===== config.mk =====
export PLATFORM = sky130hd
export DESIGN_NAME = led_strobe_flash_overlay_flat
export DESIGN_NICKNAME = d
export VERILOG_FILES = /design/src/lsfo_pkg.sv /design/src/lsfo_chan_if.sv /design/src/lsfo_regs.sv /design/src/lsfo_div.sv /design/src/lsfo_ctrl.sv /design/src/lsfo_dp.sv /design/src/led_strobe_flash_overlay.sv /design/src/flat_wrapper.sv
export SDC_FILE = /design/constraint.sdc
export NUM_CORES = 1
export LEC_CHECK = 0
export BUFFER_PORTS_ARGS = -buffer_cell sky130_fd_sc_hd__buf_2
export CAP_MARGIN = 30
export CELL_PAD_IN_SITES_DETAIL_PLACEMENT = 1
export CELL_PAD_IN_SITES_GLOBAL_PLACEMENT = 2
export CORE_MARGIN = 3
export CORE_UTILIZATION = 39
export CTS_CLUSTER_DIAMETER = 60
export DETAILED_ROUTE_END_ITERATION = 6
export GPL_TIMING_DRIVEN = 1
export PLACE_DENSITY_LB_ADDON = 0.3
export SLEW_MARGIN = 10
export SYNTH_ARGS = -nofsm -noshare
export SYNTH_HDL_FRONTEND = slang
export SYNTH_HIERARCHICAL = 1
export SYNTH_SLANG_ARGS = --single-unit

===== constraint.sdc =====
create_clock -name clk -period 6.9 [get_ports clk]
set_clock_uncertainty 0.05 [all_clocks]
set_input_delay 0.69 -clock clk [delete_from_list [all_inputs] [get_ports clk]]
set_output_delay 0.69 -clock clk [all_outputs]
set_load 0.05 [all_outputs]

===== src/lsfo_pkg.sv =====
// Shared types, constants and pixel arithmetic for the strobe and flash overlay.
`default_nettype none

package lsfo_pkg;

  // Default values of the top-level parameters.
  localparam int NUM_STRIPS_DEF      = 7;
  localparam int LEVEL_FRAC_BITS_DEF = 8;

  // 255 * dt needs 40 bits for any 32-bit time step.
  localparam int PROD_W = 40;
  // Widest divisor is a 14-bit time constant.
  localparam int DEN_W = 14;
  // Strip compare width: holds any strip count up to 16.
  localparam int STRIP_CMP_W = 5;
  localparam int CFG_DATA_W = 16;

  // Item kinds.
  localparam logic OP_FRAME = 1'b0;
  localparam logic OP_PIXEL = 1'b1;

  // Configuration register indexes.
  localparam logic [2:0] REG_STROBE_PERIOD = 3'd0;
  localparam logic [2:0] REG_ATTACK        = 3'd1;
  localparam logic [2:0] REG_RELEASE       = 3'd2;
  localparam logic [2:0] REG_WHITEN        = 3'd3;
  localparam logic [2:0] REG_FIRST_STEP    = 3'd4;
  localparam logic [2:0] REG_STROBE_LAST   = 3'd5;

  // Register reset values.
  localparam logic [9:0]  STROBE_PERIOD_RST = 10'd66;
  localparam logic [13:0] ATTACK_RST        = 14'd200;
  localparam logic [13:0] RELEASE_RST       = 14'd400;
  localparam logic [7:0]  WHITEN_RST        = 8'd170;
  localparam logic [9:0]  FIRST_STEP_RST    = 10'd16;
  localparam logic [2:0]  STROBE_LAST_RST   = 3'd4;

  typedef struct packed {
    logic        opcode;
    logic [31:0] time_ms;
    logic        strobe_button;
    logic        flash_button;
    logic [7:0]  sample_red;
    logic [7:0]  sample_green;
    logic [7:0]  sample_blue;
    logic [2:0]  strip_index;
    logic [7:0]  pixel_red;
    logic [7:0]  pixel_green;
    logic [7:0]  pixel_blue;
  } in_word_t;

  typedef struct packed {
    logic [2:0] strip_out;
    logic [7:0] red_out;
    logic [7:0] green_out;
    logic [7:0] blue_out;
    logic [7:0] flash_level_out;
  } out_word_t;

  typedef struct packed {
    logic [2:0]            index;
    logic [CFG_DATA_W-1:0] value;
  } cfg_word_t;

  // Register values as the datapath sees them (zero time constants read as one).
  typedef struct packed {
    logic [9:0]  strobe_period_ms;
    logic [13:0] attack_ms;
    logic [13:0] release_ms;
    logic [7:0]  whiten_amount;
    logic [9:0]  first_step_ms;
    logic [2:0]  strobe_last_strip;
  } cfg_regs_t;

  typedef enum logic [1:0] {
    ST_IDLE,
    ST_PHASE,
    ST_LEVEL,
    ST_ROUND
  } lsfo_state_t;

  // Commands from the controller to the datapath.
  typedef struct packed {
    logic load_frame;
    logic load_pixel;
    logic div_start_phase;
    logic div_start_level;
    logic take_phase;
    logic take_level;
  } lsfo_cmd_t;

  // Status from the datapath to the controller.
  typedef struct packed {
    logic div_busy;
    logic div_done;
  } lsfo_stat_t;

  // Scale an 8-bit value by (s + 1) / 256.
  function automatic logic [7:0] sc8(input logic [7:0] x, input logic [7:0] s);
    logic [16:0] p;
    p = 17'(x) * (17'(s) + 17'd1);
    return p[15:8];
  endfunction

  // 8-bit add that saturates at full scale.
  function automatic logic [7:0] sat_add8(input logic [7:0] a, input logic [7:0] b);
    logic [8:0] s;
    s = {1'b0, a} + {1'b0, b};
    return s[8] ? 8'hFF : s[7:0];
  endfunction

  // Push one colour channel toward white.
  function automatic logic [7:0] whiten(input logic [7:0] c, input logic [7:0] w);
    return sat_add8(c, sc8(8'hFF - c, w));
  endfunction

endpackage

`default_nettype wire


===== src/lsfo_chan_if.sv =====
// Valid/ready channel carrying one payload word.
`default_nettype none

interface lsfo_chan_if #(
  parameter type payload_t = logic
);
  logic     valid;
  logic     ready;
  payload_t data;

  modport source(output valid, output data, input ready);
  modport sink(input valid, input data, output ready);
endinterface

`default_nettype wire


===== src/lsfo_regs.sv =====
// Configuration register file.
`default_nettype none

module lsfo_regs import lsfo_pkg::*; (
  input  logic      clk,
  input  logic      rst_n,
  input  logic      we,
  input  cfg_word_t wr_word,
  output cfg_regs_t regs
);

  logic [9:0]  strobe_period_r;
  logic [13:0] attack_r;
  logic [13:0] release_r;
  logic [7:0]  whiten_r;
  logic [9:0]  first_step_r;
  logic [2:0]  strobe_last_r;

  // Register writes; unknown indexes are dropped.
  always_ff @(posedge clk) begin
    if (!rst_n) begin
      strobe_period_r <= STROBE_PERIOD_RST;
      attack_r        <= ATTACK_RST;
      release_r       <= RELEASE_RST;
      whiten_r        <= WHITEN_RST;
      first_step_r    <= FIRST_STEP_RST;
      strobe_last_r   <= STROBE_LAST_RST;
    end else if (we) begin
      case (wr_word.index)
        REG_STROBE_PERIOD: strobe_period_r <= wr_word.value[9:0];
        REG_ATTACK:        attack_r        <= wr_word.value[13:0];
        REG_RELEASE:       release_r       <= wr_word.value[13:0];
        REG_WHITEN:        whiten_r        <= wr_word.value[7:0];
        REG_FIRST_STEP:    first_step_r    <= wr_word.value[9:0];
        REG_STROBE_LAST:   strobe_last_r   <= wr_word.value[2:0];
        default: begin
        end
      endcase
    end
  end

  // A zero period or time constant acts as one.
  always_comb begin
    regs.strobe_period_ms  = (strobe_period_r == '0) ? 10'd1 : strobe_period_r;
    regs.attack_ms         = (attack_r == '0) ? 14'd1 : attack_r;
    regs.release_ms        = (release_r == '0) ? 14'd1 : release_r;
    regs.whiten_amount     = whiten_r;
    regs.first_step_ms     = first_step_r;
    regs.strobe_last_strip = strobe_last_r;
  end

endmodule

`default_nettype wire


===== src/lsfo_div.sv =====
// Restoring divider, one quotient bit per cycle.
`default_nettype none

module lsfo_div #(
  parameter int NUM_W = 48,
  parameter int DEN_W = 14
) (
  input  logic             clk,
  input  logic             rst_n,
  input  logic             start,
  input  logic [NUM_W-1:0] num,
  input  logic [DEN_W-1:0] den,
  output logic [NUM_W-1:0] quo,
  output logic             busy,
  output logic             done
);

  localparam int CNT_W = $clog2(NUM_W + 1);

  logic [NUM_W-1:0] quo_r;
  logic [DEN_W-1:0] rem_r;
  logic [DEN_W-1:0] den_r;
  logic [CNT_W-1:0] cnt_r;
  logic             busy_r;
  logic             done_r;

  logic [DEN_W:0]   rem_sh;
  logic             fits;
  logic [DEN_W:0]   rem_sub;

  // One shift-and-subtract step.
  always_comb begin
    rem_sh  = {rem_r, quo_r[NUM_W-1]};
    fits    = rem_sh >= {1'b0, den_r};
    rem_sub = rem_sh - {1'b0, den_r};
  end

  // Control of the iteration.
  always_ff @(posedge clk) begin
    if (!rst_n) begin
      busy_r <= 1'b0;
      done_r <= 1'b0;
      cnt_r  <= '0;
    end else begin
      done_r <= 1'b0;
      if (start) begin
        busy_r <= 1'b1;
        cnt_r  <= CNT_W'(NUM_W);
      end else if (busy_r) begin
        cnt_r <= cnt_r - CNT_W'(1);
        if (cnt_r == CNT_W'(1)) begin
          busy_r <= 1'b0;
          done_r <= 1'b1;
        end
      end
    end
  end

  // Remainder and quotient registers.
  always_ff @(posedge clk) begin
    if (start) begin
      quo_r <= num;
      rem_r <= '0;
      den_r <= den;
    end else if (busy_r) begin
      quo_r <= {quo_r[NUM_W-2:0], fits};
      rem_r <= fits ? rem_sub[DEN_W-1:0] : rem_sh[DEN_W-1:0];
    end
  end

  assign quo  = quo_r;
  assign busy = busy_r;
  assign done = done_r;

endmodule

`default_nettype wire


===== src/lsfo_ctrl.sv =====
// Controller: item acceptance, frame sequencing and output register handshake.
`default_nettype none

module lsfo_ctrl import lsfo_pkg::*; (
  input  logic       clk,
  input  logic       rst_n,
  input  logic       in_valid,
  input  logic       in_opcode,
  output logic       in_ready,
  output logic       out_valid,
  input  logic       out_ready,
  input  lsfo_stat_t stat,
  output lsfo_cmd_t  cmd
);

  lsfo_state_t state_r, state_nxt;
  logic        out_valid_r, out_valid_nxt;
  logic        in_fire;

  // A pixel needs a free output register; a frame does not.
  assign in_ready = (state_r == ST_IDLE) &&
                    ((in_opcode == OP_FRAME) || !out_valid_r || out_ready);
  assign in_fire  = in_valid && in_ready;

  // Next state.
  always_comb begin
    state_nxt = state_r;
    case (state_r)
      ST_IDLE: begin
        if (in_fire && in_opcode == OP_FRAME) state_nxt = ST_PHASE;
      end
      ST_PHASE: begin
        if (stat.div_done) state_nxt = ST_LEVEL;
      end
      ST_LEVEL: begin
        if (stat.div_done) state_nxt = ST_ROUND;
      end
      ST_ROUND: begin
        state_nxt = ST_IDLE;
      end
      default: begin
        state_nxt = ST_IDLE;
      end
    endcase
  end

  // Commands to the datapath.
  always_comb begin
    cmd = '0;
    case (state_r)
      ST_IDLE: begin
        cmd.load_frame      = in_fire && in_opcode == OP_FRAME;
        cmd.div_start_phase = in_fire && in_opcode == OP_FRAME;
        cmd.load_pixel      = in_fire && in_opcode == OP_PIXEL;
      end
      ST_PHASE: begin
        cmd.take_phase      = stat.div_done;
        cmd.div_start_level = stat.div_done;
      end
      ST_LEVEL: begin
        cmd.take_level = stat.div_done;
      end
      default: begin
      end
    endcase
  end

  // Output register occupancy.
  always_comb begin
    out_valid_nxt = out_valid_r;
    if (cmd.load_pixel) out_valid_nxt = 1'b1;
    else if (out_ready) out_valid_nxt = 1'b0;
  end

  always_ff @(posedge clk) begin
    if (!rst_n) begin
      state_r     <= ST_IDLE;
      out_valid_r <= 1'b0;
    end else begin
      state_r     <= state_nxt;
      out_valid_r <= out_valid_nxt;
    end
  end

  assign out_valid = out_valid_r;

endmodule

`default_nettype wire


===== src/lsfo_dp.sv =====
// Datapath: frame state, flash envelope, strobe phase and the pixel overlay.
`default_nettype none

module lsfo_dp import lsfo_pkg::*; #(
  parameter int NUM_STRIPS      = NUM_STRIPS_DEF,
  parameter int LEVEL_FRAC_BITS = LEVEL_FRAC_BITS_DEF
) (
  input  logic       clk,
  input  logic       rst_n,
  input  lsfo_cmd_t  cmd,
  output lsfo_stat_t stat,
  input  in_word_t   in_word,
  input  cfg_regs_t  regs,
  output out_word_t  out_word
);

  localparam int LW = 8 + LEVEL_FRAC_BITS;
  localparam int NW = PROD_W + LEVEL_FRAC_BITS;
  localparam logic [LW-1:0] LEVEL_FULL = {8'hFF, {LEVEL_FRAC_BITS{1'b0}}};
  localparam logic [LW-1:0] LEVEL_HALF = LW'(1) << (LEVEL_FRAC_BITS - 1);
  localparam logic [STRIP_CMP_W-1:0] STRIP_LIMIT = STRIP_CMP_W'(NUM_STRIPS);

  // Frame state.
  logic [LW-1:0]     level_r, level_nxt;
  logic [7:0]        lvl_r, lvl_nxt;
  logic [31:0]       last_time_r;
  logic              have_last_r;
  logic              colour_pending_r;
  logic [23:0]       flash_colour_r;
  logic              strobe_active_r;
  logic              strobe_on_phase_r;
  logic [PROD_W-1:0] prod_r;
  logic              btn_r;
  out_word_t         out_r, out_nxt;

  logic [31:0]       dt;
  logic [PROD_W-1:0] prod_nxt;
  logic [23:0]       colour_nxt;

  logic [NW-1:0]     div_num;
  logic [DEN_W-1:0]  div_den;
  logic [NW-1:0]     div_quo;
  logic              div_start;
  logic [LW-1:0]     room;
  logic [LW:0]       round_sum;

  // Shared divider: time / period first, then the envelope step.
  assign div_start = cmd.div_start_phase || cmd.div_start_level;
  assign div_num   = cmd.div_start_level ? {prod_r, {LEVEL_FRAC_BITS{1'b0}}}
                                         : NW'(in_word.time_ms);
  assign div_den   = cmd.div_start_level ? (btn_r ? regs.attack_ms : regs.release_ms)
                                         : DEN_W'(regs.strobe_period_ms);

  lsfo_div #(
    .NUM_W(NW),
    .DEN_W(DEN_W)
  ) u_div (
    .clk  (clk),
    .rst_n(rst_n),
    .start(div_start),
    .num  (div_num),
    .den  (div_den),
    .quo  (div_quo),
    .busy (stat.div_busy),
    .done (stat.div_done)
  );

  // Time step and the 255 * dt numerator.
  always_comb begin
    dt         = have_last_r ? (in_word.time_ms - last_time_r)
                             : 32'(regs.first_step_ms);
    prod_nxt   = {dt, 8'h00} - {8'h00, dt};
    colour_nxt = {whiten(in_word.sample_red,   regs.whiten_amount),
                  whiten(in_word.sample_green, regs.whiten_amount),
                  whiten(in_word.sample_blue,  regs.whiten_amount)};
  end

  // Envelope step: attack while held, release otherwise.
  always_comb begin
    room      = LEVEL_FULL - level_r;
    level_nxt = level_r;
    if (btn_r) begin
      if (level_r < LEVEL_FULL) begin
        level_nxt = (div_quo >= NW'(room)) ? LEVEL_FULL : level_r + LW'(div_quo);
      end
    end else if (level_r != '0) begin
      level_nxt = (div_quo >= NW'(level_r)) ? '0 : level_r - LW'(div_quo);
    end
  end

  // Rounded 8-bit level, refreshed every cycle from the envelope.
  always_comb begin
    round_sum = {1'b0, level_r} + {1'b0, LEVEL_HALF};
    lvl_nxt   = (round_sum[LW:LEVEL_FRAC_BITS] > 9'd255) ? 8'hFF
                                                         : round_sum[LEVEL_FRAC_BITS+7:LEVEL_FRAC_BITS];
  end

  // Frame registers.
  always_ff @(posedge clk) begin
    if (!rst_n) begin
      level_r           <= '0;
      lvl_r             <= '0;
      last_time_r       <= '0;
      have_last_r       <= 1'b0;
      colour_pending_r  <= 1'b1;
      flash_colour_r    <= 24'hFFFFFF;
      strobe_active_r   <= 1'b0;
      strobe_on_phase_r <= 1'b0;
    end else begin
      lvl_r <= lvl_nxt;
      if (cmd.load_frame) begin
        last_time_r      <= in_word.time_ms;
        have_last_r      <= 1'b1;
        strobe_active_r  <= in_word.strobe_button;
        colour_pending_r <= !in_word.flash_button;
        if (in_word.flash_button && colour_pending_r) flash_colour_r <= colour_nxt;
      end
      if (cmd.take_phase) strobe_on_phase_r <= !div_quo[0];
      if (cmd.take_level) level_r <= level_nxt;
    end
  end

  // Frame operands held for the envelope division.
  always_ff @(posedge clk) begin
    if (cmd.load_frame) begin
      prod_r <= prod_nxt;
      btn_r  <= in_word.flash_button;
    end
  end

  // Pixel overlay: strobe override, then additive flash.
  always_comb begin
    logic       in_range;
    logic       strobe_hit;
    logic [7:0] strobe_v;
    logic [7:0] lvl_sel;
    logic [7:0] base_r, base_g, base_b;
    in_range   = {2'b00, in_word.strip_index} < STRIP_LIMIT;
    strobe_hit = in_range && strobe_active_r &&
                 (in_word.strip_index <= regs.strobe_last_strip);
    strobe_v   = strobe_on_phase_r ? 8'hFF : 8'h00;
    lvl_sel    = in_range ? lvl_r : 8'h00;
    base_r     = strobe_hit ? strobe_v : in_word.pixel_red;
    base_g     = strobe_hit ? strobe_v : in_word.pixel_green;
    base_b     = strobe_hit ? strobe_v : in_word.pixel_blue;
    out_nxt.strip_out       = in_word.strip_index;
    out_nxt.red_out         = sat_add8(base_r, sc8(flash_colour_r[23:16], lvl_sel));
    out_nxt.green_out       = sat_add8(base_g, sc8(flash_colour_r[15:8], lvl_sel));
    out_nxt.blue_out        = sat_add8(base_b, sc8(flash_colour_r[7:0], lvl_sel));
    out_nxt.flash_level_out = lvl_sel;
  end

  // Output register.
  always_ff @(posedge clk) begin
    if (cmd.load_pixel) out_r <= out_nxt;
  end

  assign out_word = out_r;

endmodule

`default_nettype wire


===== src/led_strobe_flash_overlay.sv =====
// Top level of the LED strobe and flash overlay.
//
//   Channel  Direction  Word                         Accepted when
//   in_ch    sink       frame or pixel (in_word_t)   valid && ready
//   out_ch   source     processed pixel (out_word_t) valid && ready
//   cfg_ch   sink       register write (cfg_word_t)  valid && ready (ready tied high)
//
// A pixel word's result sits in the output register the next cycle, and a new pixel is
// taken each cycle while no frame is busy and that register is empty or being drained.
// A frame word occupies the block while the shared bit-serial divider runs time / period
// and then the envelope step. Reset is synchronous and active low.
// A stalled output holds its word; further pixels wait until the register frees up.
`default_nettype none

module led_strobe_flash_overlay import lsfo_pkg::*; #(
  parameter int NUM_STRIPS      = NUM_STRIPS_DEF,
  parameter int LEVEL_FRAC_BITS = LEVEL_FRAC_BITS_DEF
) (
  input  logic        clk,
  input  logic        rst_n,
  lsfo_chan_if.sink   in_ch,
  lsfo_chan_if.source out_ch,
  lsfo_chan_if.sink   cfg_ch
);

  lsfo_cmd_t  cmd;
  lsfo_stat_t stat;
  cfg_regs_t  regs;
  in_word_t   in_word;
  out_word_t  out_word;
  cfg_word_t  cfg_word;
  logic       in_fire;

  assign in_word      = in_ch.data;
  assign cfg_word     = cfg_ch.data;
  assign out_ch.data  = out_word;
  assign cfg_ch.ready = 1'b1;
  assign in_fire      = in_ch.valid && in_ch.ready;

  lsfo_regs u_regs (
    .clk    (clk),
    .rst_n  (rst_n),
    .we     (cfg_ch.valid),
    .wr_word(cfg_word),
    .regs   (regs)
  );

  lsfo_ctrl u_ctrl (
    .clk      (clk),
    .rst_n    (rst_n),
    .in_valid (in_ch.valid),
    .in_opcode(in_word.opcode),
    .in_ready (in_ch.ready),
    .out_valid(out_ch.valid),
    .out_ready(out_ch.ready),
    .stat     (stat),
    .cmd      (cmd)
  );

  lsfo_dp #(
    .NUM_STRIPS     (NUM_STRIPS),
    .LEVEL_FRAC_BITS(LEVEL_FRAC_BITS)
  ) u_dp (
    .clk     (clk),
    .rst_n   (rst_n),
    .cmd     (cmd),
    .stat    (stat),
    .in_word (in_word),
    .regs    (regs),
    .out_word(out_word)
  );

  // A pixel is never taken over a result that is still waiting.
  a_no_overwrite: assert property (@(posedge clk) disable iff (!rst_n)
    in_fire && in_word.opcode == OP_PIXEL |-> !out_ch.valid || out_ch.ready)
    else $error("pixel accepted over a pending result");

  // A frame keeps the block busy on the following cycle.
  a_frame_busy: assert property (@(posedge clk) disable iff (!rst_n)
    in_fire && in_word.opcode == OP_FRAME |=> !in_fire)
    else $error("word accepted right after a frame");

  // The divider is only started when it is free.
  a_div_free: assert property (@(posedge clk) disable iff (!rst_n)
    (cmd.div_start_phase || cmd.div_start_level) |-> !stat.div_busy)
    else $error("divider started while busy");

  // A result appears only after a pixel was accepted.
  a_out_source: assert property (@(posedge clk) disable iff (!rst_n)
    $rose(out_ch.valid) |-> $past(in_fire && in_word.opcode == OP_PIXEL))
    else $error("result without a pixel");

endmodule

`default_nettype wire

===== src/flat_wrapper.sv =====
// flat-port wrapper written by rule: the top's interface ports become plain ports
module led_strobe_flash_overlay_flat import lsfo_pkg::*;
#(
  parameter int NUM_STRIPS      = NUM_STRIPS_DEF,
  parameter int LEVEL_FRAC_BITS = LEVEL_FRAC_BITS_DEF
)
  (clk, rst_n, in_ch_valid, in_ch_data, in_ch_ready, out_ch_valid, out_ch_data, out_ch_ready, cfg_ch_valid, cfg_ch_data, cfg_ch_ready);
  lsfo_chan_if in_ch_i ();
  lsfo_chan_if out_ch_i ();
  lsfo_chan_if cfg_ch_i ();
  input  logic clk;
  input  logic rst_n;
  input wire logic [$bits(in_ch_i.valid)-1:0] in_ch_valid;
  input wire logic [$bits(in_ch_i.data)-1:0] in_ch_data;
  output wire logic [$bits(in_ch_i.ready)-1:0] in_ch_ready;
  output wire logic [$bits(out_ch_i.valid)-1:0] out_ch_valid;
  output wire logic [$bits(out_ch_i.data)-1:0] out_ch_data;
  input wire logic [$bits(out_ch_i.ready)-1:0] out_ch_ready;
  input wire logic [$bits(cfg_ch_i.valid)-1:0] cfg_ch_valid;
  input wire logic [$bits(cfg_ch_i.data)-1:0] cfg_ch_data;
  output wire logic [$bits(cfg_ch_i.ready)-1:0] cfg_ch_ready;
  assign in_ch_i.valid = in_ch_valid;
  assign in_ch_i.data = in_ch_data;
  assign in_ch_ready = in_ch_i.ready;
  assign out_ch_valid = out_ch_i.valid;
  assign out_ch_data = out_ch_i.data;
  assign out_ch_i.ready = out_ch_ready;
  assign cfg_ch_i.valid = cfg_ch_valid;
  assign cfg_ch_i.data = cfg_ch_data;
  assign cfg_ch_ready = cfg_ch_i.ready;
  led_strobe_flash_overlay #(.NUM_STRIPS(NUM_STRIPS), .LEVEL_FRAC_BITS(LEVEL_FRAC_BITS)) u_core (.clk(clk), .rst_n(rst_n), .in_ch(in_ch_i), .out_ch(out_ch_i), .cfg_ch(cfg_ch_i));
endmodule

Word level (Yosys, flattened, before mapping). Cells that the tools add are included.

Latch bits: 0. Input bits: 7. Memory bits (read-only): 0. Memories: 0. Logic and storage cells: 69. Flip-flop bits (word level): 145. RAM bits: 0. Output and inout bits: 4.

Equal/unequal tests: 7. Add/subtract/negate cells: 5. Mux-type cells: 24. Shift operators: 0. Div/mod/pow operators: 0. $lt $le $gt $ge: 3. Reductions and logical operators: 12. Bitwise logic cells: 2. Multiply operators: 0.

Operators with widths (count): two-way mux 48 bit (3); greater-or-equal comparator 48 x 16 -> 1 bit (1); two-way mux 16 bit (2); adder 16 x 8 -> 17 bit, second input constant (1); nonzero test 16 bit (1); subtractor 16 bit (1); greater-or-equal comparator 15 x 10 -> 1 bit (1); two-way mux 14 bit (1); subtractor 13 x 5 -> 14 bit (1); subtractor 14 x 10 -> 14 bit (1); two-way mux 6 bit (2); logical NOT 10 bit (1); greater-than comparator 9 x 8 -> 1 bit, second input constant (1); two-way mux 1 bit (9); two-way mux 2 bit (4); case mux 2 bit (4 select lines) (1); == test 6 x 1 -> 1 bit, second input constant (1); subtractor 6 x 1 -> 6 bit, second input constant (1); two-way mux 5 bit (1); == test 2 bit, second input constant (2); inequality test 2 bit, second input constant (2); nonzero test 2 bit (2); OR reduction 2 bit (2); two-way mux 3 bit (1); other kinds (9) (10).

Depth between registers and ports, before layout. Gate-level depths: netlist of run 1.

Word-level depth: 5. Mapped depth: 25. Gate-level depth less buffers: 25.

Modules after synthesis. Netlist of run 1, hierarchy kept.

By module, submodules not included: lsfo_dp (cells each 3216, area an instance 27013.4 sq um, times used 1); lsfo_div (cells each 322, area an instance 4206.5 sq um, times used 1); lsfo_regs (cells each 301, area an instance 2453.6 sq um, times used 1); lsfo_ctrl (cells each 29, area an instance 242.7 sq um, times used 1); led_strobe_flash_overlay (cells each 3, area an instance 15.0 sq um, times used 1).

Worst setup path after synthesis of run 1. OpenSTA, ideal clock, no wires.

Kind: register to register. Start: reg u_core.u_dp.lvl_r[0]. End: reg, netlist name u_core/u_dp/out_word[18]. Arrival: 6093 ps. Clock period less this slack: 6425 ps. Library setup time: 281 ps. Slack: 475 ps. Path buffers: 1. Cell stages (with the launch flop): 31. Cell sequence: dfxtp_1 -> nand4_1 -> inv_1 -> nand2_1 -> xnor2_1 -> clkbuf_1 -> nand2_1 -> fa_1 -> fa_1 -> inv_1 -> fa_1 -> inv_1 -> fa_1 -> inv_1 -> ha_1 -> nor2b_1 -> o21ai_0 -> nor2b_1 -> nor2b_1 -> nor2_1 -> xnor2_1 -> ha_1 -> nor2b_1 -> o21ai_0 -> nand2_1 -> and2_1 -> o21ai_0 -> nand2b_1 -> a21o_1 -> a21oi_1 -> o21ai_0.

RTL lines: start: declaration (line lsfo_dp.sv:25) `logic [7:0] lvl_r, lvl_nxt;`; start signal: assignment (line lsfo_dp.sv:110) `lvl_r <= lvl_nxt;`.

==> results of run 1 <==
==> state kept, by name, summed over array words and instances, names as in the netlist, 2 cells and up <==
| register | count |
|---|---|
| u_core/u_regs/release_r | 14 |
| u_core/u_regs/first_step_r | 10 |
| u_core/u_regs/attack_r | 14 |
| u_core/u_ctrl/state_r | 2 |
| u_core/u_dp/u_div/cnt_r | 6 |
| u_core/u_dp/level_r | 16 |
| u_core/u_dp/prod_r | 40 |
| u_core/u_dp/last_time_r | 32 |
| u_core/u_dp/u_div/quo | 48 |
| u_core/u_dp/u_div/den_r | 14 |
| u_core/u_regs/strobe_period_r | 10 |
| u_core/u_dp/u_div/rem_r | 14 |
==> worst min path at each step <==
stage	start	to	depth (start not counted)
after global placement	u_core/u_regs/strobe_period_r[0]	u_core/u_regs/strobe_period_r[0]	2
after detailed placement	u_core/u_regs/attack_r[0]	u_core/u_regs/attack_r[0]	2
final	out_ch_ready	u_core/u_ctrl/out_valid	4
after CTS	out_ch_ready	u_core/u_ctrl/out_valid	4
after floorplan	u_core/u_regs/first_step_r[8]	u_core/u_regs/first_step_r[8]	2
after global routing	out_ch_ready	u_core/u_ctrl/out_valid	4
==> per-layer routing <==
layer	vias to the layer above	track usage	routed length, microns
met4	0	0.0333	720
met5	-	0	0
li1	6752	-	-
met1	6437	0.246	20300
met2	106	0.309	19700
met3	36	0.0213	945
==> where the power goes <==
group	total, W	internal [W]	switching (W)	leakage (nW)
Sequential	0.00192	0.00177	0.000158	1.98
Clock	0.00166	0.00101	0.000646	0.517
Combinational	0.00228	0.000972	0.00131	5.25
Total	0.00586	0.00375	0.00211	7.75
==> critical path: stages (launching register included) <==
cell and delay (ns):
dfxtp_1 0.33, ha_1 0.18, inv_1 0.06, fa_1 0.43, a211oi_2 0.33, o21bai_1 0.19, a21o_1 0.20, a21o_1 0.16
a21oi_1 0.22, nor2b_1 0.08, o21a_1 0.17, o311ai_0 0.65, inv_1 0.15, ha_1 0.40, a21o_1 0.20, a21oi_1 0.20
nand2_1 0.10, nor4_1 0.24, a21oi_1 0.18, o21ai_1 0.28, a21oi_1 0.11, or3_1 0.35, nor2_1 0.15, xnor2_1 0.08
==> through the flow <==
stage | power, W | setup WS [ns] | cell area (sq um)
final | 0.00586 | 1.16 | 18900
after global placement | 0.00411 | 1.27 | 17700
after floorplan | 0.00370 | 2.14 | 17500
after detailed placement | 0.00419 | 1.22 | 17700
after CTS | 0.00590 | 1.18 | 18800
after global routing | 0.00629 | 0.812 | 18900
==> cell type report <==
| cell class | instances | area, sq um | share of cell area |
|---|---|---|---|
| inverter | 149 | 559 | 0.0296 |
| timing repair buffer | 23 | 243 | 0.0128 |
| sequential | 227 | 5590 | 0.295 |
| clock buffer | 33 | 782 | 0.0413 |
| clock inverter | 23 | 290 | 0.0153 |
| multi-input combinational | 1547 | 10700 | 0.567 |
| tap | 577 | 722 | 0.0382 |
==> results.cfg, run 1 <==
[route]
routed_wl_microns = 41700
via_count = 13331
drcViolationCount = 0
viasPerCell = 5.17
drt_iter0_markers = 488
avgRoutedWirePerCell_microns = 16.2
dr.pass1.iters = 4
final_antenna_net_count = 0

[finish]
final_cells = 2579
fin_nets = 2128
areaGrowthSynthToFinish_pct = 12.0
layout.cells.most_common = nand2_1
fill_cells = 5005
layout_common_cells = nand2_1, conb_1, inv_1
final_util = 0.447
drive_gt1_frac = 0.105
diodes = 0

[floorplan]
fp.coreArea_sq_um = 42300
num_io_pins = 11
die-area_sq_um = 45800
die_h_microns = 214
die_w_microns = 214
rows = 75
initial_utilization = 0.399

[placement]
gp_congestion = 0.839
hpwl_microns = 30700
port_buffers = 8
placed_cells = 2518

[setup_path]
crit_start = u_core/u_dp/last_time_r[0]
worstPathArrival_ns = 6.00
crit_type = reg -> reg
r2r_start = u_core/u_dp/last_time_r[0]
cp-start-kind = register
endpoint = u_core/u_dp/prod_r[36]
r2r-end = u_core/u_dp/prod_r[36]
reg2reg_slack_ns = 1.16
cp_max_fo = 6
reg2reg_depth = 23
cp-end-kind = register
worstPathRequired_ns = 7.16

[synth]
yosys_warnings = 6
avgSynthCellArea_sq_um = 8.88
postSynthCellCount = 1902
synth_area_sq_um = 16900

[sta]
hold_viol_final = 0
slew_headroom = 0.233
drv_slew = 0
fin_crit_sh = 0.832
rsz0062_at_grt = false
setup_viol = 0
worst_pin_slew_ns = 1.14
min_period_ns = 5.74
clock.fmax_mhz = 174
whs_ns = 0.335
tns_ns = 0

[cts]
cts_made_buffers = 30
cts.htree.levels = 1
postCtsHoldBufs = 0
root_buffer = clkbuf_16
insertion_delay_ns = 0.59
cts_tree = yes
cts_resized = 0
cts.path.max_buffers = 3
post_cts_buffers = 0
clock_sink_count = 227
path_clk_slew_ns = 0.06

[outcome]
outcome = finished, final reports clean

[global_route]
track_usage = 0.180
overflow = 0
antenna_found_initial = 0
grt_max_degree = 105
grt_pass1_wl_microns = 69900
grt_pass1_vias = 13678

[pwr]
vdd_drop_max_uv = 211
p_leak_nw = 7.75
cellPowerDensity_nw_per_um2 = 310

[run]
maxCapViolCount = 0

[worst_hold_path]
hold_path.class = in -> reg
(Power assumes the default switching activity.)
==> inputs of run 2 (changes only) <==
clock period = 4.7 ns   (was 6.9 ns; I/O delays follow)
==> run 2 against run 1 <==
Effect of this change: final cell count increased by 3.2%; combinational power up 68%; register-to-register slack worse by 1.1 ns; wire length grew 5.4%; largest cell class unchanged; total power increased by 53%; critical path type unchanged; utilization rose by 1.8 points; flip-flop and latch count is the same; largest power group unchanged; via count grew 3.0%.
==> results.cfg, run 2 (same netlist as run 1, synthesis figures left out) <==
[outcome]
outcome = finished, final reports clean

[setup_path]
worstPathArrival_ns = 4.93
worstPathRequired_ns = 4.98
cp-start-kind = register
crit_start = u_core/u_dp/last_time_r[0]
endpoint = u_core/u_dp/prod_r[36]
r2r-end = u_core/u_dp/prod_r[36]
crit_type = reg -> reg
reg2reg_depth = 24
cp-end-kind = register
reg2reg_slack_ns = 0.05
r2r_start = u_core/u_dp/last_time_r[0]
cp_max_fo = 3

[floorplan]
rows = 75
die-area_sq_um = 45800
die_h_microns = 214
die_w_microns = 214
initial_utilization = 0.399
num_io_pins = 11
fp.coreArea_sq_um = 42300

[finish]
fill_cells = 4953
multiInputGateArea_sq_um = 11000
fin_nets = 2210
layout.cells.most_common = nand2_1
layout_common_cells = nand2_1, conb_1, inv_1
largest_reg_flops = 48
final_util = 0.465
diodes = 0
regArea_sq_um = 5590
drive_gt1_frac = 0.159
fin_area_sq_um = 19700
areaGrowthSynthToFinish_pct = 16.6
final_cells = 2661

[route]
routed_wl_microns = 44000
dr.pass1.iters = 4
drt_iter0_markers = 446
viasPerCell = 5.16
final_antenna_net_count = 0
avgRoutedWirePerCell_microns = 16.5
drcViolationCount = 0
via_count = 13736

[cts]
cts_made_buffers = 30
path_clk_slew_ns = 0.06
root_buffer = clkbuf_16
postCtsHoldBufs = 0
insertion_delay_ns = 0.58
cts.path.max_buffers = 3
cts.htree.levels = 1
clock_sink_count = 227
cts_tree = yes

[global_route]
overflow = 0
grt_max_degree = 80
grt_pass1_wl_microns = 73000
track_usage = 0.187
grt_pass1_vias = 14273
antenna_found_initial = 0

[placement]
port_buffers = 8
placed_cells = 2591
dpl_cell_area_sq_um = 18300
hpwl_microns = 32400
gp_congestion = 0.875

[sta]
hold_viol_final = 0
slew_headroom = 0.231
fin_crit_sh = 0.990
clock.fmax_mhz = 215
min_period_ns = 4.65
setup_viol = 0
worst_pin_slew_ns = 1.15
rsz0062_at_grt = true
drv_slew = 0

[run]
maxCapViolCount = 0

[pwr]
p_leak_nw = 8.14
cellPowerDensity_nw_per_um2 = 455
vdd_drop_max_uv = 280

[worst_hold_path]
hold_path.class = in -> reg
-- run 2: cell types whose count changed in the layout (fill, tap and decap cells not counted), moves of 4 or more --
cell      change
ha_4          +5
buf_4        +83
a21oi_2       +8
a21oi_1      -10
a211oi_2      +4
ha_1          -5
a211oi_1      -5
-- run 2: final cells by class --
class,count,share of cell area
clock buffer,38,0.0417
tap,577,0.0367
inverter,149,0.0284
sequential,227,0.284
multi-input combinational,1547,0.557
timing repair buffer,105,0.0426
clock inverter,18,0.00959
-- run 2: metal layers --
metal | global-route usage | vias up | wire, microns
li1 | - | 6905 | -
met1 | 0.246 | 6640 | 20600
met2 | 0.329 | 129 | 21200
met3 | 0.0221 | 62 | 1070
met4 | 0.0475 | 0 | 1110
met5 | 0 | - | 0
-- run 2: power by group --
part / total, W / internal, W / switching, W
sequential: 0.00283 / 0.00259 / 0.000235
clock: 0.00231 / 0.00136 / 0.000949
combinational: 0.00382 / 0.00172 / 0.00210
total: 0.00896 / 0.00568 / 0.00328
-- run 2: what timing repair did --
item / CTS / global route
gates resized for setup: 25 / 26
setup endpoints to repair: 14 / 16
pin swaps: 23 / 30
buffers inserted: 6 / 4
gates cloned: 0 / 0
-- run 2: worst min path at each step --
| stage | endpoint | slack (ns) | start | cells after the start |
|---|---|---|---|---|
| final | u_core/u_ctrl/out_valid | 0.11 | out_ch_ready | 4 |
| after global routing | u_core/u_ctrl/out_valid | 0.11 | out_ch_ready | 4 |
| after CTS | u_core/u_ctrl/out_valid | 0.07 | out_ch_ready | 4 |
| after detailed placement | u_core/u_regs/attack_r[0] | 0.41 | u_core/u_regs/attack_r[0] | 2 |
| after global placement | u_core/u_regs/strobe_period_r[0] | 0.40 | u_core/u_regs/strobe_period_r[0] | 2 |
| after floorplan | u_core/u_regs/first_step_r[8] | 0.38 | u_core/u_regs/first_step_r[8] | 2 |
-- run 2: through the flow --
step	setup TNS [ns]	power [W]	hold slack, ns	setup WS (ns)
after floorplan	0	0.00544	0.383	0.0346
after global placement	-1.33	0.00626	0.397	-0.268
after detailed placement	-2.57	0.00642	0.413	-0.372
after CTS	-0.276	0.00888	0.0722	-0.0974
after global routing	-1.12	0.00960	0.111	-0.212
final	0	0.00896	0.111	0.0474
-- run 2: worst max-delay path, cell delays in order (launching register included) --
cell and delay, ns:
dfxtp_2 0.35, ha_4 0.14, inv_2 0.04, fa_2 0.36, a211oi_2 0.22, o21bai_1 0.13
a21o_1 0.19, a21o_1 0.18, a21oi_2 0.14, buf_4 0.12, buf_4 0.09, xnor2_1 0.05
mux2_2 0.29, ha_1 0.20, a21o_1 0.16, a21o_1 0.20, a21oi_2 0.19, nand2_2 0.10
nor4_4 0.23, a21oi_2 0.11, o21ai_2 0.21, a21oi_1 0.11, or3_4 0.37, nor2_4 0.09
xnor2_1 0.08
